### src/hw/rtl/gcenc_pkg.sv
// Shared types, constants and functions for the Golomb encoder.
package gcenc_pkg;

	localparam int VALUE_BITS  = 16;
	localparam int DIV_W       = 16;
	localparam int CHUNK_BITS  = 32;
	localparam int MAX_CHUNKS  = 64;
	localparam int LEN_W       = 6;
	localparam int BUDGET      = MAX_CHUNKS * CHUNK_BITS;
	localparam int REM_W       = $clog2(BUDGET + 1);
	localparam int NB_W        = $clog2(DIV_W + 1);
	localparam int TAIL_W      = DIV_W + 1;
	localparam int TOTAL_W     = VALUE_BITS + 2;
	localparam int RADIX_BITS  = 4;
	localparam int DIV_CYCLES  = VALUE_BITS / RADIX_BITS;
	localparam int CNT_W       = (DIV_CYCLES > 1) ? $clog2(DIV_CYCLES) : 1;
	localparam int FIFO_DEPTH  = 2;
	localparam int PTR_W       = $clog2(FIFO_DEPTH);
	localparam int FCNT_W      = $clog2(FIFO_DEPTH + 1);
	localparam logic [DIV_W-1:0] DIVISOR_RST = DIV_W'(4);

	// One codeword: overflow flag, the end mark and remainder bits as one word, plus its length.
	typedef struct packed {
		logic              ovf;
		logic [TAIL_W-1:0] tail;
		logic [REM_W-1:0]  total;
	} desc_t;

	typedef enum logic [2:0] {
		S_IDLE = 3'b001,
		S_DIV  = 3'b010,
		S_FIN  = 3'b100
	} front_state_t;

	// Smallest b with 2^b >= m.
	function automatic logic [NB_W-1:0] ceil_log2(input logic [DIV_W-1:0] m);
		logic [NB_W-1:0] b;
		b = '0;
		for (int i = DIV_W; i >= 0; i--) begin
			if ((TAIL_W'(1) << i) >= TAIL_W'(m)) begin
				b = NB_W'(i);
			end
		end
		return b;
	endfunction

endpackage

### src/hw/rtl/golomb_encoder.sv
// Top level of the Golomb encoder with truncated-binary remainder.
// Each value is divided by the divisor register in a restoring divider that
// retires four quotient bits per cycle; the front end takes the next value in
// the cycle that it pushes the codeword it has formed into the queue.
// A two-entry queue holds finished codewords; the back end first loads a
// codeword and then emits one 32-bit chunk per cycle while the output is not
// stalled. A divisor of zero or a codeword over 2048 bits yields one result
// with overflow set.
module golomb_encoder (
	input  logic                              clk,
	input  logic                              arst_n,
	input  logic                              cfg_valid,
	output logic                              cfg_ready,
	input  logic [gcenc_pkg::DIV_W-1:0]       divisor,
	input  logic                              in_valid,
	output logic                              in_ready,
	input  logic [gcenc_pkg::VALUE_BITS-1:0]  value,
	output logic                              out_valid,
	input  logic                              out_ready,
	output logic [gcenc_pkg::CHUNK_BITS-1:0]  chunk_bits,
	output logic [gcenc_pkg::LEN_W-1:0]       chunk_length,
	output logic                              last_chunk,
	output logic                              overflow
);
	import gcenc_pkg::*;

	logic  push;
	logic  fifo_full;
	logic  pop;
	logic  head_valid;
	desc_t push_desc;
	desc_t head;

	gcenc_front u_front (
		.clk       (clk),
		.arst_n    (arst_n),
		.cfg_valid (cfg_valid),
		.cfg_ready (cfg_ready),
		.divisor   (divisor),
		.in_valid  (in_valid),
		.in_ready  (in_ready),
		.value     (value),
		.fifo_full (fifo_full),
		.push      (push),
		.push_desc (push_desc)
	);

	gcenc_fifo u_fifo (
		.clk        (clk),
		.arst_n     (arst_n),
		.push       (push),
		.push_desc  (push_desc),
		.full       (fifo_full),
		.pop        (pop),
		.head_valid (head_valid),
		.head       (head)
	);

	gcenc_back u_back (
		.clk          (clk),
		.arst_n       (arst_n),
		.head_valid   (head_valid),
		.head         (head),
		.pop          (pop),
		.out_valid    (out_valid),
		.out_ready    (out_ready),
		.chunk_bits   (chunk_bits),
		.chunk_length (chunk_length),
		.last_chunk   (last_chunk),
		.overflow     (overflow)
	);

endmodule

### src/hw/rtl/gcenc_front.sv
// Front end: divisor register, value intake, radix-16 divider and codeword setup.
module gcenc_front (
	input  logic                              clk,
	input  logic                              arst_n,
	input  logic                              cfg_valid,
	output logic                              cfg_ready,
	input  logic [gcenc_pkg::DIV_W-1:0]       divisor,
	input  logic                              in_valid,
	output logic                              in_ready,
	input  logic [gcenc_pkg::VALUE_BITS-1:0]  value,
	input  logic                              fifo_full,
	output logic                              push,
	output gcenc_pkg::desc_t                  push_desc
);
	import gcenc_pkg::*;

	front_state_t            state_q;
	logic [DIV_W-1:0]        divisor_q;
	logic [NB_W-1:0]         b_q;
	logic [DIV_W-1:0]        thresh_q;
	logic [VALUE_BITS-1:0]   quot_q;
	logic [DIV_W-1:0]        rem_q;
	logic [CNT_W-1:0]        cnt_q;
	logic                    accept;
	logic [VALUE_BITS-1:0]   quot_nx;
	logic [DIV_W-1:0]        rem_nx;
	logic [TAIL_W-1:0]       t_w;
	logic                    below;
	logic [DIV_W-1:0]        code;
	logic [NB_W-1:0]         nbits;
	logic [TOTAL_W-1:0]      total;
	logic [NB_W-1:0]         b_new;

	assign cfg_ready = 1'b1;
	assign b_new     = ceil_log2(divisor);

	always_ff @(posedge clk or negedge arst_n) begin
		if (!arst_n) begin
			divisor_q <= DIVISOR_RST;
			b_q       <= ceil_log2(DIVISOR_RST);
			thresh_q  <= DIV_W'((TAIL_W'(1) << ceil_log2(DIVISOR_RST)) - TAIL_W'(DIVISOR_RST));
		end else if (cfg_valid) begin
			divisor_q <= divisor;
			b_q       <= b_new;
			thresh_q  <= DIV_W'((TAIL_W'(1) << b_new) - TAIL_W'(divisor));
		end
	end

	// Four restoring steps per cycle.
	always_comb begin
		quot_nx = quot_q;
		rem_nx  = rem_q;
		t_w     = '0;
		for (int i = 0; i < RADIX_BITS; i++) begin
			t_w     = {rem_nx, quot_nx[VALUE_BITS-1]};
			quot_nx = {quot_nx[VALUE_BITS-2:0], 1'b0};
			if (t_w >= TAIL_W'(divisor_q)) begin
				rem_nx     = DIV_W'(t_w - TAIL_W'(divisor_q));
				quot_nx[0] = 1'b1;
			end else begin
				rem_nx = t_w[DIV_W-1:0];
			end
		end
	end

	assign below = rem_q < thresh_q;
	assign code  = below ? rem_q : DIV_W'(rem_q + thresh_q);
	assign nbits = below ? NB_W'(b_q - NB_W'(1)) : b_q;
	assign total = TOTAL_W'(quot_q) + TOTAL_W'(1) + TOTAL_W'(nbits);

	always_comb begin
		push_desc.ovf   = (divisor_q == '0) || (total > TOTAL_W'(BUDGET));
		push_desc.tail  = TAIL_W'(code) | (TAIL_W'(1) << nbits);
		push_desc.total = total[REM_W-1:0];
	end

	assign push     = (state_q == S_FIN) && !fifo_full;
	assign in_ready = (state_q == S_IDLE) || push;
	assign accept   = in_valid && in_ready;

	always_ff @(posedge clk or negedge arst_n) begin
		if (!arst_n) begin
			state_q <= S_IDLE;
			cnt_q   <= '0;
		end else begin
			case (state_q)
				S_IDLE: begin
					if (accept) begin
						state_q <= S_DIV;
						cnt_q   <= '0;
					end
				end
				S_DIV: begin
					cnt_q <= cnt_q + CNT_W'(1);
					if (cnt_q == CNT_W'(DIV_CYCLES - 1)) begin
						state_q <= S_FIN;
					end
				end
				S_FIN: begin
					if (accept) begin
						state_q <= S_DIV;
						cnt_q   <= '0;
					end else if (push) begin
						state_q <= S_IDLE;
					end
				end
				default: state_q <= S_IDLE;
			endcase
		end
	end

	always_ff @(posedge clk) begin
		if (accept) begin
			quot_q <= value;
			rem_q  <= '0;
		end else if (state_q == S_DIV) begin
			quot_q <= quot_nx;
			rem_q  <= rem_nx;
		end
	end

	a_div_ends: assert property (@(posedge clk) disable iff (!arst_n)
		(state_q == S_DIV && cnt_q == CNT_W'(DIV_CYCLES - 1)) |=> (state_q == S_FIN))
		else $error("divider did not finish on time");

endmodule

### src/hw/rtl/gcenc_fifo.sv
// Two-entry queue of codeword descriptors between front and back.
module gcenc_fifo (
	input  logic              clk,
	input  logic              arst_n,
	input  logic              push,
	input  gcenc_pkg::desc_t  push_desc,
	output logic              full,
	input  logic              pop,
	output logic              head_valid,
	output gcenc_pkg::desc_t  head
);
	import gcenc_pkg::*;

	desc_t             mem_q [FIFO_DEPTH];
	logic [PTR_W-1:0]  wr_ptr_q;
	logic [PTR_W-1:0]  rd_ptr_q;
	logic [FCNT_W-1:0] count_q;

	assign full       = count_q == FCNT_W'(FIFO_DEPTH);
	assign head_valid = count_q != '0;
	assign head       = mem_q[rd_ptr_q];

	always_ff @(posedge clk) begin
		if (push) begin
			mem_q[wr_ptr_q] <= push_desc;
		end
	end

	always_ff @(posedge clk or negedge arst_n) begin
		if (!arst_n) begin
			wr_ptr_q <= '0;
			rd_ptr_q <= '0;
			count_q  <= '0;
		end else begin
			if (push) begin
				wr_ptr_q <= PTR_W'((int'(wr_ptr_q) + 1) % FIFO_DEPTH);
			end
			if (pop) begin
				rd_ptr_q <= PTR_W'((int'(rd_ptr_q) + 1) % FIFO_DEPTH);
			end
			if (push && !pop) begin
				count_q <= count_q + FCNT_W'(1);
			end else if (pop && !push) begin
				count_q <= count_q - FCNT_W'(1);
			end
		end
	end

	a_no_overrun: assert property (@(posedge clk) disable iff (!arst_n) push |-> !full)
		else $error("queue written while full");
	a_no_underrun: assert property (@(posedge clk) disable iff (!arst_n) pop |-> head_valid)
		else $error("queue read while empty");

endmodule

### src/hw/rtl/gcenc_back.sv
// Back end: cuts each codeword into chunks and drives the output register.
module gcenc_back (
	input  logic                              clk,
	input  logic                              arst_n,
	input  logic                              head_valid,
	input  gcenc_pkg::desc_t                  head,
	output logic                              pop,
	output logic                              out_valid,
	input  logic                              out_ready,
	output logic [gcenc_pkg::CHUNK_BITS-1:0]  chunk_bits,
	output logic [gcenc_pkg::LEN_W-1:0]       chunk_length,
	output logic                              last_chunk,
	output logic                              overflow
);
	import gcenc_pkg::*;

	localparam int WIDE_W = TAIL_W + CHUNK_BITS;

	logic                   busy_q;
	logic                   ovf_q;
	logic [TAIL_W-1:0]      tail_q;
	logic [REM_W-1:0]       left_q;
	logic                   out_valid_q;
	logic [CHUNK_BITS-1:0]  bits_q;
	logic [LEN_W-1:0]       len_q;
	logic                   last_q;
	logic                   ovf_out_q;
	logic                   fire;
	logic                   is_last;
	logic [WIDE_W-1:0]      wide;

	assign pop     = !busy_q && head_valid;
	assign fire    = busy_q && (!out_valid_q || out_ready);
	assign is_last = ovf_q || (left_q <= REM_W'(CHUNK_BITS));
	assign wide    = {tail_q, CHUNK_BITS'(0)} >> left_q;

	always_ff @(posedge clk or negedge arst_n) begin
		if (!arst_n) begin
			busy_q      <= 1'b0;
			out_valid_q <= 1'b0;
		end else begin
			if (pop) begin
				busy_q <= 1'b1;
			end else if (fire && is_last) begin
				busy_q <= 1'b0;
			end
			if (fire) begin
				out_valid_q <= 1'b1;
			end else if (out_ready) begin
				out_valid_q <= 1'b0;
			end
		end
	end

	always_ff @(posedge clk) begin
		if (pop) begin
			ovf_q  <= head.ovf;
			tail_q <= head.tail;
			left_q <= head.total;
		end else if (fire) begin
			left_q <= left_q - REM_W'(CHUNK_BITS);
		end
		if (fire) begin
			last_q    <= is_last;
			ovf_out_q <= ovf_q;
			if (ovf_q) begin
				bits_q <= '0;
				len_q  <= '0;
			end else begin
				bits_q <= wide[CHUNK_BITS-1:0];
				len_q  <= is_last ? LEN_W'(left_q) : LEN_W'(CHUNK_BITS);
			end
		end
	end

	assign out_valid    = out_valid_q;
	assign chunk_bits   = bits_q;
	assign chunk_length = len_q;
	assign last_chunk   = last_q;
	assign overflow     = ovf_out_q;

	a_ovf_alone: assert property (@(posedge clk) disable iff (!arst_n)
		(out_valid_q && ovf_out_q) |-> (last_q && len_q == '0 && bits_q == '0))
		else $error("overflow result carries bits");
	a_full_middle: assert property (@(posedge clk) disable iff (!arst_n)
		(out_valid_q && !last_q) |-> (len_q == LEN_W'(CHUNK_BITS) && !ovf_out_q))
		else $error("inner chunk not full");
	a_nonempty: assert property (@(posedge clk) disable iff (!arst_n)
		(out_valid_q && !ovf_out_q) |-> (len_q != '0))
		else $error("empty chunk emitted");

endmodule
### config.mk
export PLATFORM = sky130hd
export DESIGN_NAME = golomb_encoder
export DESIGN_NICKNAME = d
export VERILOG_FILES = /design/src/hw/rtl/gcenc_pkg.sv /design/src/hw/rtl/golomb_encoder.sv /design/src/hw/rtl/gcenc_front.sv /design/src/hw/rtl/gcenc_fifo.sv /design/src/hw/rtl/gcenc_back.sv
export SDC_FILE = /design/constraint.sdc
export NUM_CORES = 1
export LEC_CHECK = 0
export ABC_AREA = 0
export BUFFER_PORTS_ARGS = -buffer_cell sky130_fd_sc_hd__buf_2
export CAP_MARGIN = 15
export CORE_MARGIN = 2
export CORE_UTILIZATION = 35
export DETAILED_ROUTE_END_ITERATION = 7
export GPL_TIMING_DRIVEN = 0
export PLACE_DENSITY = 0.5
export SLEW_MARGIN = 15
export SYNTH_ARGS = -nofsm -noshare
export SYNTH_HDL_FRONTEND = slang
export SYNTH_HIERARCHICAL = 1
export SYNTH_SLANG_ARGS = --single-unit
### constraint.sdc
create_clock -name clk -period 10.5 [get_ports clk]
set_input_delay 1.575 -clock clk [delete_from_list [all_inputs] [get_ports clk]]
set_output_delay 1.575 -clock clk [all_outputs]
set_load 0.05 [all_outputs]
==> metrics.yaml <==
syn_nets: 1883
hp-start: "u_fifo/count_q[1]"
ant_nets: 0
nets: 2001
cts_root_buf: "clkbuf_16"
dr.first_iter.drc_count: 1020
synthDistinctLibCells: 104
drv_cap: 0
tightest_slew_ns: 0.848
drv_slew: 0
outcome: "complete, no violations"
cts.clk_slew.worst_paths_ns: 0.06
wire_per_inst_um: 19.9
dp_slack_ns: -1.17
synth_edf_count: 146
finalWirelength_um: 49000
cp.required_ns: 10.92
rows: 78
maxSlewHeadroom_pct: 43.3
drive_gt1_share_pct: 16.3
async_flop_share_pct: 22.9
clock_path_buffers: 3
io_pins: 80
netlist_area_sq_um: 16200
fmax_mhz: 100
insertion_delay_ns: 0.53
port-buffer-count: 71
holdPathEnd: "u_fifo/count_q[1]"
die_y_um: 219
core_area_sq_um: 45600
setup_slack_ns: 0.507
ctsHtreeMaxLevel: 1
hold_depth: 1
crit_path_start_kind: "register"
crit_path_max_incr_delay_ns: 0.39
critPathSlowestCell: "mux2_2"
seq_area_frac_synth_pct: 36.4
setup_violations: 0
crit_type: "register to register"
hold_violations: 0
r2r_end: "u_front/rem_q[9]"
insertedDiodeCount: 0
critical_path.max_fanout: 10
cts_buffers: 25
clock-sinks: 210
first_pass_iters: 5
initial_utilization_pct: 35.6
crit_path_frequent_cell: "ha_1"
clock_skew_ns: 0.0124
synthCells: 1720
track_usage_pct: 20.2
antenna_found_initial: 0
die_x_um: 219
crit_path_start: "u_front/divisor_q[9]"
groute.layer.met1.usage_pct: 26.5
grt.busiest_layer: "met2"
min_period_ns: 9.99
use_met3_pct: 2.00
grt_pass1_vias: 13110
syn2layout_area_growth_pct: 13.9
worstHoldPathType: "register to register"
ys_warn_count: 6
grt.met2_usage_pct: 34.3
cp.arrival_ns: 10.41
place_hpwl_um: 37900
grt.overflow.total: 0
r2r-start: "u_front/divisor_q[9]"
grt_pass1_wl_um: 75600
syn_area_per_cell_sq_um: 9.44
gp_congestion: 0.915
dieArea_sq_um: 48200
rrSetupSlack_ns: 0.51
period_share_pct: 95.2
vias: 13607
grt_max_degree: 49
drc_errors: 0
cts_tree: "yes"
synth_top_flop_cell: "edfxtp_1"
viasPerCell: 5.54
endpoint_kind: "register"
ys_ff_latch: 210
reg2reg_depth: 43
==> state kept, by name (all words and copies together), names as in the netlist, 5 cells and up <==
name and cells:
u_front/thresh_q 16, u_back/tail_q 17, u_fifo/mem_q 60, u_front/b_q 5
u_back/chunk_length 6, u_front/divisor_q 16, u_front/rem_q 16, u_front/quot_q 16
u_back/chunk_bits 32, u_back/left_q 12
==> worst max path at each step <==
stage | endpoint | slack [ns] | cells past startpoint
finish | u_front/rem_q[9] | 0.51 | 43
global route | u_front/rem_q[4] | -0.03 | 43
CTS | u_front/rem_q[14] | 0.07 | 43
detailed placement | u_front/rem_q[5] | -1.17 | 42
global placement | u_front/rem_q[5] | -1.09 | 41
floorplan | u_front/rem_q[13] | 1.16 | 42
==> cell usage in the layout (no fill, tap or decap), drive strengths merged, types with 68 or more instances in the layout <==
cell / n
ha: 119
clkbuf: 68
a21oi: 120
nand2: 138
inv: 122
nor2: 135
edfxtp: 146
o21ai: 127
buf: 119
mux2: 79
==> layout make-up <==
type                    instances  area (sq um)
fillers                      4562         27100
multi-input cells            1323          9660
flip-flops and latches        210          5910
well taps                     600           751
clock buffers                  32           662
repair buffers                 91           566
inverters                     123           473
plain buffers                  64           338
clock inverters                14           138
==> critical path: cells and delay by family, from the launching register on <==
kind,cells,cell delay (ns)
adder cells (fa/ha/maj),4,1.37
buffers and inverters,7,1.27
AO/OA/AOI/OAI,19,4.19
flip-flops,1,0.36
multiplexers,3,1.06
AND/OR/NAND/NOR,10,1.59
==> per-stage QoR <==
stage	utilization [%]	instance area, sq um	hold WS (ns)	instances	setup TNS [ns]
2_1_floorplan	-	16200	0.447	1720	0
3_3_place_gp	38.1	17400	0.471	2391	-15.53
3_5_place_dp	38.2	17400	0.485	2393	-16.91
4_1_cts	40.2	18300	0.492	2445	0
5_1_grt	40.6	18500	0.518	2457	-0.0541
6_report	40.6	18500	0.487	2457	0
==> routing by layer <==
metal  part of all wire, %  up-vias
li1                      -     6626
met1                    45     6511
met5                     0        -
met4                   3.5        0
met3                   4.3       94
met2                    47      376
==> cells by family after synthesis <==
group | Yosys count | synth area share, %
AND/OR/NAND/NOR | 524 | 15.9
AO/OA/AOI/OAI | 465 | 19.1
flip-flops | 210 | 36.4
buffers and inverters | 187 | 4.83
adder cells (fa/ha/maj) | 126 | 10.0
multiplexers | 124 | 9.24
XOR/XNOR | 83 | 4.48
other | 1 | 0.0231
==> cell usage after synthesis, drive strengths merged (28+ instances only) <==
cell	count	share of area, %
a21oi	120	3.8
buf	28	1.2
clkbuf	36	0.83
dfrtp	45	6.9
edfxtp	146	27
ha	119	9.2
inv	121	2.8
mux2	79	5.5
mux2i	34	2.1
nand2	138	3.2
nand3	51	1.6
nor2	135	3.1
nor3	51	1.6
o21ai	127	4.0
xnor2	50	2.7
xor2	33	1.8
==> repair_timing <==
action / in CTS / in global routing
pin swaps: 3 / 3
setup endpoints to repair: 17 / 17
gates resized for setup: 16 / 19
buffers inserted: 6 / 12
hold endpoints to repair: 0 / 0
hold buffers: 0 / 0
Power is left out: the tool's default activity adds up to more than one toggle a clock period on the data nets, which glitch-free logic cannot reach.
